### src/rtl/tzgc_pkg.sv
// ----------------------------------------------------------------------------
// Tube zone grade and cut package
// Shared constants, codes and types for the tube grade and cut unit.
// ----------------------------------------------------------------------------
package tzgc_pkg;

  localparam int MAX_ZONES = 256;
  localparam int CNT_W     = 9;
  localparam int IN_DATA_W  = 8;
  localparam int OUT_DATA_W = 24;

  // Configuration register indexes.
  localparam logic CFG_MIN_RUN_LEN   = 1'b0;
  localparam logic CFG_END_CUT_ZONES = 1'b1;

  // Zone grade codes as they arrive on the input.
  localparam logic signed [2:0] ZONE_REJECT = 3'sd0;
  localparam logic signed [2:0] ZONE_SECOND = 3'sd1;
  localparam logic signed [2:0] ZONE_GOOD   = 3'sd2;

  // Tube grade codes of the result.
  localparam logic [1:0] GRADE_REJECT = 2'd0;
  localparam logic [1:0] GRADE_SECOND = 2'd1;
  localparam logic [1:0] GRADE_GOOD   = 2'd2;

  // Operands of one tube decision, held between the two stages.
  typedef struct packed {
    logic             strict;
    logic [1:0]       grade;
    logic [CNT_W-1:0] cut_start;
    logic [CNT_W-1:0] cut_end;
    logic [CNT_W-1:0] zone_count;
    logic [CNT_W-1:0] end_cut;
    logic [CNT_W-1:0] min_len;
  } decision_t;

endpackage

### src/rtl/tube_zone_grade_and_cut_unit.sv
// ----------------------------------------------------------------------------
// Tube zone grade and cut unit
// Tracks usable runs of inspection zones along one tube and, after the last
// zone, gives the tube grade and the two cut positions.
// ----------------------------------------------------------------------------
// Throughput: one zone per cycle; every zone within the tube limit updates
// the run state in the cycle of its transfer. s_tready drops only while both
// stages hold a result. The decision register loads at the transfer of the
// last zone, then the trim check feeds the output register, which raises
// m_tvalid.
// Reset clears both configuration registers, the tube state and the pipeline.
module tube_zone_grade_and_cut_unit
  import tzgc_pkg::*;
(
  input  logic                  clk,
  input  logic                  rst,
  // Zone input.
  input  logic                  s_tvalid,
  output logic                  s_tready,
  input  logic [IN_DATA_W-1:0]  s_tdata,   // [2:0] zone_grade, [7:3] zero
  input  logic                  s_tlast,   // last_zone
  // Decision output.
  output logic                  m_tvalid,
  input  logic                  m_tready,
  output logic [OUT_DATA_W-1:0] m_tdata,   // [1:0] tube_grade, [10:2] first_cut,
                                           // [19:11] second_cut, [23:20] zero
  // Configuration writes.
  input  logic                  cfg_valid,
  output logic                  cfg_ready,
  input  logic                  cfg_index,
  input  logic [CNT_W-1:0]      cfg_data
);

  logic [CNT_W-1:0] min_run_len;
  logic [CNT_W-1:0] end_cut_zones;

  logic [CNT_W-1:0] zone_index, zone_index_next;
  logic [CNT_W-1:0] run_length, run_length_next;
  logic [CNT_W-1:0] run_start, run_start_next;
  logic [CNT_W-1:0] saved_cut_start, saved_cut_start_next;
  logic [CNT_W-1:0] saved_cut_end, saved_cut_end_next;
  logic             run_has_second, run_has_second_next;
  logic             saved_has_second, saved_has_second_next;
  logic             seen_reject, seen_reject_next;
  logic             tube_has_second, tube_has_second_next;

  logic             s1_valid;
  decision_t        s1;
  decision_t        s1_next;

  logic             in_xfer;
  logic             out_free;
  logic signed [2:0] zone_grade;

  assign cfg_ready  = 1'b1;
  assign out_free   = !m_tvalid || m_tready;
  assign s_tready   = !s1_valid || out_free;
  assign in_xfer    = s_tvalid && s_tready;
  assign zone_grade = s_tdata[2:0];

  always_ff @(posedge clk) begin
    if (rst) begin
      min_run_len   <= '0;
      end_cut_zones <= '0;
    end else if (cfg_valid && cfg_ready) begin
      case (cfg_index)
        CFG_MIN_RUN_LEN:   min_run_len   <= cfg_data;
        CFG_END_CUT_ZONES: end_cut_zones <= cfg_data;
        default: ;
      endcase
    end
  end

  // Run tracking for the zone being transferred.
  always_comb begin
    zone_index_next       = zone_index;
    run_length_next       = run_length;
    run_start_next        = run_start;
    saved_cut_start_next  = saved_cut_start;
    saved_cut_end_next    = saved_cut_end;
    run_has_second_next   = run_has_second;
    saved_has_second_next = saved_has_second;
    seen_reject_next      = seen_reject;
    tube_has_second_next  = tube_has_second;
    // Zones beyond the tube limit are ignored.
    if (zone_index < CNT_W'(MAX_ZONES)) begin
      zone_index_next = zone_index + 1'b1;
      if (zone_grade == ZONE_GOOD) begin
        run_length_next = run_length + 1'b1;
      end else if (zone_grade == ZONE_REJECT) begin
        if (run_length >= min_run_len) begin
          saved_cut_end_next    = zone_index;
          saved_cut_start_next  = zone_index - run_length;
          saved_has_second_next = run_has_second;
        end
        run_length_next     = '0;
        run_start_next      = zone_index + 1'b1;
        run_has_second_next = 1'b0;
        seen_reject_next    = 1'b1;
      end else if (zone_grade == ZONE_SECOND) begin
        run_has_second_next  = 1'b1;
        tube_has_second_next = 1'b1;
        run_length_next      = run_length + 1'b1;
      end
    end
  end

  // First half of the decision, taken from the state after the last zone.
  always_comb begin
    s1_next.strict     = (min_run_len == '0);
    s1_next.zone_count = zone_index_next;
    s1_next.end_cut    = end_cut_zones;
    s1_next.min_len    = min_run_len;
    s1_next.cut_start  = saved_cut_start_next;
    s1_next.cut_end    = saved_cut_end_next;
    if (min_run_len == '0) begin
      s1_next.cut_start = '0;
      s1_next.cut_end   = '0;
      if (seen_reject_next) begin
        s1_next.grade = GRADE_REJECT;
      end else if (tube_has_second_next) begin
        s1_next.grade = GRADE_SECOND;
      end else begin
        s1_next.grade = GRADE_GOOD;
      end
    end else if (run_length_next >= min_run_len) begin
      // The trailing run is long enough and wins.
      s1_next.grade     = run_has_second_next ? GRADE_SECOND : GRADE_GOOD;
      s1_next.cut_start = run_start_next;
      s1_next.cut_end   = '0;
    end else if (saved_cut_start_next == '0 && saved_cut_end_next == '0) begin
      s1_next.grade = GRADE_REJECT;
    end else begin
      s1_next.grade = saved_has_second_next ? GRADE_SECOND : GRADE_GOOD;
    end
  end

  always_ff @(posedge clk) begin
    if (rst || (in_xfer && s_tlast)) begin
      zone_index       <= '0;
      run_length       <= '0;
      run_start        <= '0;
      saved_cut_start  <= '0;
      saved_cut_end    <= '0;
      run_has_second   <= 1'b0;
      saved_has_second <= 1'b0;
      seen_reject      <= 1'b0;
      tube_has_second  <= 1'b0;
    end else if (in_xfer) begin
      zone_index       <= zone_index_next;
      run_length       <= run_length_next;
      run_start        <= run_start_next;
      saved_cut_start  <= saved_cut_start_next;
      saved_cut_end    <= saved_cut_end_next;
      run_has_second   <= run_has_second_next;
      saved_has_second <= saved_has_second_next;
      seen_reject      <= seen_reject_next;
      tube_has_second  <= tube_has_second_next;
    end
  end

  always_ff @(posedge clk) begin
    if (rst) begin
      s1_valid <= 1'b0;
    end else if (s_tready) begin
      s1_valid <= in_xfer && s_tlast;
    end
  end

  always_ff @(posedge clk) begin
    if (in_xfer && s_tlast) begin
      s1 <= s1_next;
    end
  end

  // Second half: end-cut trim check and the shift of the first cut.
  logic              trim_on;
  logic [CNT_W-1:0]  cut_end_eff;
  logic signed [11:0] f1, f2, f2_raw, margin;
  logic [1:0]        grade_final;
  logic [CNT_W-1:0]  first_cut;
  logic [CNT_W-1:0]  second_cut;

  always_comb begin
    trim_on     = !s1.strict && (s1.end_cut != '0) && (s1.grade != GRADE_REJECT);
    cut_end_eff = (s1.cut_end == '0) ? s1.zone_count : s1.cut_end;
    f1 = (s1.end_cut > s1.cut_start) ? 12'(s1.end_cut) - 12'(s1.cut_start) : '0;
    f2_raw = 12'(s1.end_cut) + 12'(cut_end_eff) - 12'(s1.zone_count);
    f2 = (f2_raw < 0) ? '0 : f2_raw;
    margin = 12'(cut_end_eff) - 12'(s1.cut_start) - f1 - f2;
    grade_final = s1.grade;
    second_cut  = s1.cut_end;
    if (trim_on) begin
      second_cut = cut_end_eff;
      if (margin < $signed(12'(s1.min_len))) begin
        grade_final = GRADE_REJECT;
      end
    end
    first_cut = (s1.cut_start != '0) ? s1.cut_start + 1'b1 : s1.cut_start;
  end

  always_ff @(posedge clk) begin
    if (rst) begin
      m_tvalid <= 1'b0;
    end else if (out_free) begin
      m_tvalid <= s1_valid;
    end
  end

  always_ff @(posedge clk) begin
    if (out_free && s1_valid) begin
      m_tdata <= {4'b0, second_cut, first_cut, grade_final};
    end
  end

endmodule

### config.mk
export PLATFORM = sky130hd
export DESIGN_NAME = tube_zone_grade_and_cut_unit
export DESIGN_NICKNAME = d
export VERILOG_FILES = /design/src/rtl/tzgc_pkg.sv /design/src/rtl/tube_zone_grade_and_cut_unit.sv
export SDC_FILE = /design/constraint.sdc
export NUM_CORES = 1
export LEC_CHECK = 0
export BUFFER_PORTS_ARGS = -buffer_cell sky130_fd_sc_hd__buf_4
export CAP_MARGIN = 20
export CORE_ASPECT_RATIO = 1.4
export CORE_MARGIN = 2
export CORE_UTILIZATION = 40
export CTS_CLUSTER_DIAMETER = 120
export DETAILED_ROUTE_END_ITERATION = 7
export GPL_TIMING_DRIVEN = 0
export PLACE_DENSITY = 0.63
export SYNTH_ARGS = -nofsm -noshare
export SYNTH_HDL_FRONTEND = slang
export SYNTH_SLANG_ARGS = --single-unit
### constraint.sdc
create_clock -name clk -period 8.69 [get_ports clk]
set_input_delay 1.738 -clock clk [delete_from_list [all_inputs] [get_ports clk]]
set_output_delay 1.738 -clock clk [all_outputs]
set_load 0.03 [all_outputs]
==> reports/qor.csv, run 1 <==
stage,metric,value,unit
setup_path,r2r setup slk,1.13,ns
setup_path,crit path from,s1[30]$_SDFFCE_PP0P_,
setup_path,Setup Crit Path Kind,reg -> reg,
cells_and_area,P&R area growth vs syn,14.0,%
grt,grt total ovfl,0,
yosys,Mapped Area,9190,µm²
grt,antenna violations before repair,0,
yosys,"EDFF count, synth",68,
cells_and_area,number of fill cells,2206,
cells_and_area,register area,3420,µm²
power_and_ir_drop,Pwr Density,196,nW/µm²
timing,fin crit share,0.869,
clocking,CTS Buf Count,17,
power_and_ir_drop,Leakage,4.12,nW
yosys,synth warn,0,
timing,final hold vios,0,
drt,vias,7407,
status,status,"finished, final reports clean",
setup_path,CP arrival,7.70,ns
yosys,number of synthesized register bits,137,
cells_and_area,Ant. Diodes,0,
clocking,clk sinks,137,
floorplanning,# IOs,51,
clocking,CTS root buf,clkbuf_16,
timing,Slew HR,0.422,
floorplanning,row cnt,65,
drt,Antenna Violating Nets Remaining,0,
floorplanning,core area,22500,µm²
clocking,Post CTS Setup Buffer Count,0,
yosys,post-synth top area share,0.222,
yosys,post-synth top area cell,edfxtp_1,
yosys,ys async rst share,0,
floorplanning,Initial Util,0.408,
power_and_ir_drop,total power draw,2.06,mW
clocking,maximum buffer depth of the clock tree,2,
power_and_ir_drop,maximum vdd ir drop,0.000132,V
cells_and_area,share of layout cells above drive strength 1,0.0976,
grt,gr usage total,0.205,
timing,Final Max Slew Viols,0,
floorplanning,die height,183,µm
cells_and_area,Final nets,1208,
setup_path,reg2reg end,m_tdata[1]$_DFFE_PP_,
grt,largest net degree at the start of global routing,44,
floorplanning,width of the chip,132,µm
drt,"wirelength, routed",24300,µm
drt,Iter 0 DRT Violations,378,
yosys,Synth area leaders,"edfxtp_1 22%, dfxtp_1 15%, ha_1 11%",
yosys,synthesized area per cell,9.02,µm²
floorplanning,Die ar.,24200,µm²
yosys,ys flop type,dfxtp_1,
drt,DR pass1 iterations,5,
setup_path,worst-path fanout max,10,
setup_path,crit path to,m_tdata[1]$_DFFE_PP_,
clocking,clock latency on the worst-skew pair,0.43,ns
timing,min Tclk post-route,7.56,ns
clocking,"CTS clk-pin slew, worst paths",0.06,ns
timing,endpoints failing setup,0,
setup_path,Reg2Reg Launch Point,s1[30]$_SDFFCE_PP0P_,
setup_path,crit path launch type,register,
drt,vias per cell,5.30,
timing,RSZ-0062 raised after global routing,false,
yosys,"Seq/Total Area, Yosys",0.373,
setup_path,worst r2r path cells,26,
cells_and_area,multi-input logic area,5210,µm²
timing,clock skew,0.00848,ns
timing,fmax,0.132,GHz
min_path,Worst Hold Class,reg -> reg,
yosys,Synth Instances,1019,
setup_path,Worst EP required,8.83,ns
timing,setup TNS,0,ns
yosys,Synth cell types,74,
grt,vias in the first global route,7472,
job,Max Cap Violations,0,
drt,final routed DRC violation total,0,
placed_design,# port buffers,39,
grt,first-pass GRT wire length,38500,µm
setup_path,CP Capture Type,register,
timing,measured slew at the worst slew-check pin,0.864,ns
placed_design,Final Wtd Congestion,0.934,
clocking,CTS Hold Bufs,0,
clocking,H-Tree Depth,4,
clocking,CTS tree,done,
drt,wire per inst,17.4,µm
clocking,Post-CTS Resized,0,
placed_design,dpl hpwl,19400,µm
-- registers in the layout (all words and copies together), names as in the netlist, 9 cells and up --
register and cells:
run_start 9, saved_cut_end 9, min_run_len 9, run_length 9, m_tdata 20, saved_cut_start 9, s1 48, zone_index 9
end_cut_zones 9
-- Yosys cell counts, types with 6 or more instances --
library cell / number
o21ai_1: 6
nand2_1: 117
and3_1: 11
xnor2_1: 45
a211oi_1: 22
xor2_1: 16
nand3_1: 23
o21ai_0: 29
nor2_1: 98
o31ai_1: 6
nor4_1: 10
nand4_1: 7
edfxtp_1: 68
fa_1: 22
ha_1: 79
inv_1: 98
a21o_1: 13
a21oi_1: 95
or3_1: 6
nand2b_1: 9
o21a_1: 7
mux2i_1: 19
clkbuf_1: 25
nor3_1: 11
nor2b_1: 9
a31oi_1: 8
dfxtp_1: 69
-- logic make-up (layout without fill, tap and decap cells) --
kind of cell / Yosys count / count (layout) / synth area share
buf+inv: 139 / 213 / 0.0620
compound gates: 229 / 229 / 0.156
xor+xnor: 61 / 61 / 0.0582
simple gates: 330 / 330 / 0.173
other cells: 2 / 5 / 0.000817
flops: 137 / 137 / 0.373
mux: 20 / 20 / 0.0219
fa+ha+maj: 101 / 101 / 0.156
-- through the flow --
| step | hold slack (ns) | instance area [µm²] | utilization | worst slack (ns) | std cells |
|---|---|---|---|---|---|
| 2_1_floorplan | 0.408 | 9200 | - | 2.29 | 1022 |
| 3_3_place_gp | 0.414 | 9870 | 0.438 | 1.21 | 1362 |
| 3_5_place_dp | 0.417 | 9910 | 0.440 | 1.13 | 1365 |
| 4_1_cts | 0.433 | 10500 | 0.465 | 1.13 | 1397 |
| 5_1_grt | 0.441 | 10500 | 0.465 | 0.433 | 1397 |
| 6_report | 0.429 | 10500 | 0.465 | 1.13 | 1397 |
-- where the power goes --
group / internal (mW) / switching [mW] / leakage [nW]
Clock: 0.401 / 0.303 / 0.278
Sequential: 0.704 / 0.0169 / 1.21
Combinational: 0.262 / 0.370 / 2.63
Total: 1.37 / 0.690 / 4.12
-- layer usage --
| layer | vias up | share of wire | track usage |
|---|---|---|---|
| li1 | 3689 | - | - |
| met1 | 3496 | 0.38 | 0.215 |
| met2 | 166 | 0.54 | 0.392 |
| met3 | 56 | 0.030 | 0.0227 |
| met4 | 0 | 0.052 | 0.122 |
| met5 | - | 0 | 0 |
-- critical path, cell delays in order (launching register included) --
cell,delay (ns)
edfxtp_1,0.43
nor4_1,0.48
nand2_1,0.09
nor2_1,0.13
clkbuf_1,0.37
a21oi_1,0.18
fa_1,0.51
inv_1,0.05
ha_1,0.33
nor2b_1,0.14
o21ai_1,0.18
a21boi_0,0.12
o21ai_1,0.22
a21oi_1,0.13
o21a_1,0.28
o21ai_0,0.33
fa_1,0.51
ha_1,0.36
o21ai_0,0.25
a21oi_1,0.10
o41ai_1,0.69
xnor2_1,0.14
ha_1,0.21
a221oi_1,0.28
o2111ai_1,0.17
nor4_1,0.49
a211oi_1,0.10
-- cell usage in the layout, fill, tap and decap left out, drive strengths merged, types with 11 or more instances in the layout --
master and instances:
mux2i 19, a21o 14, nor4 13, fa 22
o21ai 35, ha 79, nand2 118, nor3 12
clkbuf 43, inv 106, edfxtp 68, nand3 23
a21oi 97, dfxtp 69, a211oi 22, and3 11
xor2 16, xnor2 45, buf 57, nor2 100
-- worst min path at each step --
stage / start / end / slack (ns) / cells after the start
after detailed placement: end_cut_zones[5]$_SDFFE_PP0P_ / s1[14]$_DFFE_PP_ / 0.42 / 0
after CTS: end_cut_zones[5]$_SDFFE_PP0P_ / s1[14]$_DFFE_PP_ / 0.43 / 0
after floorplan: end_cut_zones[1]$_SDFFE_PP0P_ / s1[10]$_DFFE_PP_ / 0.41 / 0
final: end_cut_zones[5]$_SDFFE_PP0P_ / s1[14]$_DFFE_PP_ / 0.43 / 0
after global placement: end_cut_zones[5]$_SDFFE_PP0P_ / s1[14]$_DFFE_PP_ / 0.41 / 0
after global routing: end_cut_zones[8]$_SDFFE_PP0P_ / s1[17]$_DFFE_PP_ / 0.44 / 0
-- final cells by class --
cell class,count,area share
multi-input combinational,746,0.497
timing repair buffer,42,0.0318
sequential,137,0.327
clock buffer,18,0.0410
inverter,99,0.0355
buffer,40,0.0189
clock inverter,14,0.0130
tap,301,0.0359
Power figures use the tool's default switching activity.
==> run 2: changes to the inputs <==
--- a/config.mk
+++ b/config.mk
@@ -14,6 +14,7 @@
 export DETAILED_ROUTE_END_ITERATION = 7
 export GPL_TIMING_DRIVEN = 0
 export PLACE_DENSITY = 0.63
+export SLEW_MARGIN = 10
 export SYNTH_ARGS = -nofsm -noshare
 export SYNTH_HDL_FRONTEND = slang
 export SYNTH_SLANG_ARGS = --single-unit
==> constraint.sdc (replaced) <==
create_clock -name clk -period 7.9 [get_ports clk]
set_input_delay 1.58 -clock clk [delete_from_list [all_inputs] [get_ports clk]]
set_output_delay 1.58 -clock clk [all_outputs]
set_load 0.03 [all_outputs]
==> run 2 against run 1 <==
Effect of this change: maximum frequency up 3.5%; routed wire length rose by 0.40%; register-to-register slack worse by 0.54 ns; via count up 1.1%; count of clock-buffer cells in the layout unchanged; sequential power increased by 10%; utilization grew 0.26 points; critical path type unchanged.
==> reports/qor.csv, run 2 (same netlist as run 1, synthesis figures left out) <==
stage,metric,value,unit
placed_design,dpl hpwl,19300,µm
cells_and_area,Top Registers,"s1 (48), m_tdata (20)",
clocking,clock latency on the worst-skew pair,0.42,ns
cells_and_area,"commonest non-fill, non-tap cells in the layout","117 x nand2_1, 98 x nor2_1, 97 x inv_1",
cells_and_area,Post-Layout Inst Area,10500,µm²
floorplanning,Initial Util,0.408,
timing,min Tclk post-route,7.30,ns
cells_and_area,Biggest register,s1,
drt,final routed DRC violation total,0,
grt,vias in the first global route,7400,
drt,wire per inst,17.5,µm
job,Max Cap Violations,0,
grt,antenna violations before repair,0,
floorplanning,die height,183,µm
placed_design,Placed Area,9910,µm²
min_path,worst hold stages,0,
clocking,CTS tree,done,
clocking,CTS root buf,clkbuf_16,
timing,fin crit share,0.925,
cells_and_area,"commonest non-fill, non-tap cell in the layout",nand2_1,
setup_path,CP max stage delay,0.52,ns
cells_and_area,Final nets,1208,
floorplanning,# IOs,51,
placed_design,Final Wtd Congestion,0.934,
timing,Final Max Slew Viols,0,
setup_path,Setup Crit Path Kind,reg -> reg,
cells_and_area,max reg flops,48,
timing,RSZ-0062 raised after global routing,false,
setup_path,crit path launch type,register,
power_and_ir_drop,maximum vdd ir drop,0.000144,V
grt,first-pass GRT wire length,38400,µm
floorplanning,Die ar.,24200,µm²
setup_path,worst r2r path cells,28,
setup_path,CP Capture Type,register,
drt,Antenna Violating Nets Remaining,0,
timing,clock skew,0.0101,ns
timing,measured slew at the worst slew-check pin,0.893,ns
timing,endpoints failing setup,0,
drt,Iter 0 DRT Violations,485,
clocking,maximum buffer depth of the clock tree,2,
setup_path,Worst EP required,8.04,ns
timing,Slew HR,0.403,
cells_and_area,P&R area growth vs syn,14.7,%
clocking,"CTS clk-pin slew, worst paths",0.06,ns
placed_design,# port buffers,39,
timing,setup TNS,0,ns
grt,grt total ovfl,0,
clocking,CTS Buf Count,17,
timing,fmax,0.137,GHz
floorplanning,width of the chip,132,µm
min_path,Worst Hold Class,reg -> reg,
power_and_ir_drop,Leakage,4.15,nW
drt,"wirelength, routed",24400,µm
floorplanning,row cnt,65,
timing,final hold vios,0,
status,status,"finished, final reports clean",
setup_path,worst-path fanout max,10,
floorplanning,core area,22500,µm²
cells_and_area,Ant. Diodes,0,
clocking,H-Tree Depth,4,
clocking,clk sinks,137,
grt,gr usage total,0.205,
setup_path,Crit-path slowest cell,fa_1,
grt,largest net degree at the start of global routing,43,
cells_and_area,share of layout cells above drive strength 1,0.101,
drt,vias,7489,
power_and_ir_drop,Pwr Density,220,nW/µm²
setup_path,CP arrival,7.44,ns
setup_path,CP dominant cell by count,a21oi_1,
drt,DR pass1 iterations,5,
drt,vias per cell,5.36,
==> run 2: critical path, delay by kind of cell (launching register included) <==
kind,cells,cell delay [ns]
compound gates,13,2.62
fa+ha+maj,5,1.96
simple gates,7,1.57
flops,1,0.45
buf+inv,2,0.29
xor+xnor,1,0.14
==> run 2: through the flow <==
stage                     instances  hold slack (ns)  utilization  power, mW  worst slack, ns
after global placement         1362            0.414        0.438       1.49            0.421
final                          1397            0.429        0.468       2.32            0.596
after global routing           1397            0.441        0.468       2.45           0.0464
after CTS                      1397            0.431        0.467       2.33            0.338
after floorplan                1022            0.408            -       1.33             1.50
after detailed placement       1365            0.417        0.440       1.51            0.354
==> run 2: repair_timing <==
| item | 4_1_cts | 5_1_grt |
|---|---|---|
| setup endpoints to repair | 0 | 2 |
| hold buffers | 0 | 0 |
| resized for setup | 0 | 3 |
| setup buffers | 0 | 0 |
==> run 2: per-layer routing <==
layer	GRT usage	routed length [µm]	vias up
met5	0	0	-
met4	0.130	1400	0
met3	0.0207	576	70
met2	0.386	12900	190
met1	0.217	9510	3543
li1	-	-	3686
==> run 2: final timing paths <==
kind,slack [ns],startpoint,endpoint
max reg2reg,0.60,s1[32]$_SDFFCE_PP0P_,m_tdata[1]$_DFFE_PP_
min,0.43,end_cut_zones[5]$_SDFFE_PP0P_,s1[14]$_DFFE_PP_
max,0.60,s1[32]$_SDFFCE_PP0P_,m_tdata[1]$_DFFE_PP_
min reg2reg,0.43,end_cut_zones[5]$_SDFFE_PP0P_,s1[14]$_DFFE_PP_
==> run 2: area by class of cell <==
class                      count  area (µm²)
fill                        2181       12000
multi-input combinational    746        5220
clock buffer                  18         450
tap                          301         377
timing repair buffer          42         333
sequential                   137        3420
buffer                        40         199
clock inverter                14         164
inverter                      99         372
==> run 2: where the power goes <==
group          internal [mW]  total, mW  switching (mW)
Sequential             0.775      0.793          0.0183
Combinational          0.292      0.703           0.411
Clock                  0.492      0.826           0.334
Total                   1.56       2.32           0.763
==> run 3: changes to the inputs <==
--- a/config.mk
+++ b/config.mk
@@ -7,13 +7,16 @@
 export LEC_CHECK = 0
 export BUFFER_PORTS_ARGS = -buffer_cell sky130_fd_sc_hd__buf_4
 export CAP_MARGIN = 20
+export CELL_PAD_IN_SITES_DETAIL_PLACEMENT = 2
+export CELL_PAD_IN_SITES_GLOBAL_PLACEMENT = 2
 export CORE_ASPECT_RATIO = 1.4
 export CORE_MARGIN = 2
-export CORE_UTILIZATION = 40
+export CORE_UTILIZATION = 39
 export CTS_CLUSTER_DIAMETER = 120
 export DETAILED_ROUTE_END_ITERATION = 7
 export GPL_TIMING_DRIVEN = 0
-export PLACE_DENSITY = 0.63
+export PLACE_DENSITY = 0.87
+export RECOVER_POWER = 50
 export SLEW_MARGIN = 10
 export SYNTH_ARGS = -nofsm -noshare
 export SYNTH_HDL_FRONTEND = slang
==> run 3 against run 2 <==
Effect of this change: first-iteration DRC count down 7.8%; sequential cell count did not move; sequential share of layout area is essentially flat; die area rose by 2.5%; critical endpoint is now m_tdata[0]$_DFFE_PP_; non-clock buffer count rose by 3; routed wire length rose by 48%; critical path depth up 1; clock power increased by 8.4%; maximum frequency decreased by 1.6%; register-to-register slack worse by 0.12 ns.
==> reports/qor.csv, run 3 (same netlist as run 1, synthesis figures left out) <==
stage,metric,value,unit
status,status,"finished, final reports clean",
clocking,CTS Buf Count,17,
cells_and_area,"commonest non-fill, non-tap cells in the layout","117 x nand2_1, 98 x nor2_1, 98 x inv_1",
drt,Iter 0 DRT Violations,447,
timing,fin crit share,0.939,
drt,Antenna Violating Nets Remaining,0,
floorplanning,Initial Util,0.396,
timing,final hold vios,0,
power_and_ir_drop,Leakage,4.11,nW
clocking,clk sinks,137,
floorplanning,core area,23200,µm²
drt,wire per inst,25.8,µm
setup_path,Crit-path slowest cell,fa_1,
clocking,CTS root buf,clkbuf_16,
setup_path,Reg2Reg Launch Point,s1[32]$_SDFFCE_PP0P_,
floorplanning,Die ar.,24800,µm²
grt,largest net degree at the start of global routing,32,
cells_and_area,P&R area growth vs syn,14.8,%
clocking,CTS Hold Bufs,0,
grt,first-pass GRT wire length,54800,µm
cells_and_area,Final nets,1211,
power_and_ir_drop,maximum vdd ir drop,0.000177,V
min_path,hold path startpoint,end_cut_zones[8]$_SDFFE_PP0P_,
setup_path,crit path launch type,register,
cells_and_area,number of fill cells,2551,
grt,antenna violations before repair,0,
drt,DR pass1 iterations,5,
timing,fmax,0.135,GHz
timing,endpoints failing setup,0,
drt,vias,8213,
floorplanning,row cnt,66,
timing,setup TNS,0,ns
drt,vias per cell,5.85,
timing,min Tclk post-route,7.42,ns
timing,Fin Hold WS,0.435,ns
setup_path,worst-path fanout max,10,
timing,measured slew at the worst slew-check pin,0.973,ns
clocking,H-Tree Depth,4,
power_and_ir_drop,Pwr Density,235,nW/µm²
timing,clock skew,0.0107,ns
drt,"wirelength, routed",36200,µm
setup_path,CP Capture Type,register,
setup_path,Setup Crit Path Kind,reg -> reg,
cells_and_area,max reg flops,48,
min_path,Worst Hold Class,reg -> reg,
clocking,CTS tree,done,
clocking,clock latency on the worst-skew pair,0.44,ns
cells_and_area,share of layout cells above drive strength 1,0.0828,
floorplanning,width of the chip,134,µm
drt,final routed DRC violation total,0,
setup_path,Worst EP required,8.04,ns
setup_path,CP arrival,7.56,ns
floorplanning,die height,186,µm
cells_and_area,Top Registers,"s1 (48), m_tdata (20)",
cells_and_area,Biggest register,s1,
placed_design,Final Wtd Congestion,0.867,
setup_path,crit path from,s1[32]$_SDFFCE_PP0P_,
clocking,"CTS clk-pin slew, worst paths",0.06,ns
grt,gr usage total,0.294,
grt,vias in the first global route,9214,
timing,Final Max Slew Viols,0,
grt,grt total ovfl,0,
placed_design,# port buffers,39,
cells_and_area,"commonest non-fill, non-tap cell in the layout",nand2_1,
cells_and_area,Ant. Diodes,0,
timing,Slew HR,0.349,
floorplanning,# IOs,51,
job,Max Cap Violations,0,
placed_design,dpl hpwl,26100,µm
clocking,maximum buffer depth of the clock tree,2,
setup_path,CP max stage delay,0.52,ns
[run 3: cell types whose count changed in the layout (fill, tap and decap cells not counted), moves of 3 or more]
| cell | previous run | this run |
|---|---|---|
| clkinv_4 | 5 | 1 |
| buf_4 | 44 | 29 |
| inv_8 | 3 | 0 |
| clkbuf_1 | 24 | 47 |
| nor4_1 | 10 | 7 |
| bufinv_16 | 2 | 5 |
[run 3: layout make-up]
cell class | count | area, µm² | area share
timing repair buffer | 45 | 279 | 0.0265
tap | 306 | 383 | 0.0363
multi-input combinational | 746 | 5260 | 0.498
clock buffer | 20 | 437 | 0.0414
sequential | 137 | 3420 | 0.325
clock inverter | 12 | 196 | 0.0186
buffer | 40 | 200 | 0.0190
inverter | 99 | 372 | 0.0352
[run 3: repair_timing]
action                     4_1_cts  5_1_grt
setup buffers                    0        3
setup endpoints to repair        2        2
resized for setup                4        7
pin swaps                        0        3
[run 3: worst max-delay path, delay by kind of cell, from the launching register on]
kind | cells | cell delay [ns]
compound gates | 13 | 2.70
fa+ha+maj | 5 | 1.92
simple gates | 7 | 1.36
flops | 1 | 0.50
buf+inv | 3 | 0.42
xor+xnor | 1 | 0.21
[run 3: power breakdown]
| part | total, mW | internal, mW | switching (mW) |
|---|---|---|---|
| logic | 0.783 | 0.299 | 0.484 |
| clock network | 0.895 | 0.560 | 0.334 |
| registers | 0.799 | 0.775 | 0.0238 |
| total | 2.48 | 1.63 | 0.842 |
[run 3: final timing paths]
path	to	slack, ns	cells after the start
setup reg to reg	m_tdata[0]$_DFFE_PP_	0.48	29
hold reg to reg	s1[17]$_DFFE_PP_	0.44	0
setup / recovery	m_tdata[0]$_DFFE_PP_	0.48	29
hold / removal	s1[17]$_DFFE_PP_	0.44	0
[run 3: layer usage]
metal / GRT usage / vias up / wire length, µm
met5: 0 / - / 0
met4: 0.186 / 0 / 2340
met3: 0.0430 / 126 / 1140
met2: 0.551 / 257 / 19500
met1: 0.306 / 4154 / 13200
li1: - / 3676 / -
[run 3: stage by stage]
step	power [mW]	cells	util	instance area [µm²]	setup WS, ns
floorplan	1.33	1022	-	9200	1.50
global placement	1.50	1367	0.426	9870	0.219
detailed placement	1.57	1370	0.428	9930	-0.110
CTS	2.48	1402	0.456	10600	0.0423
global route	2.59	1405	0.455	10500	-0.0569
finish	2.48	1405	0.455	10500	0.481
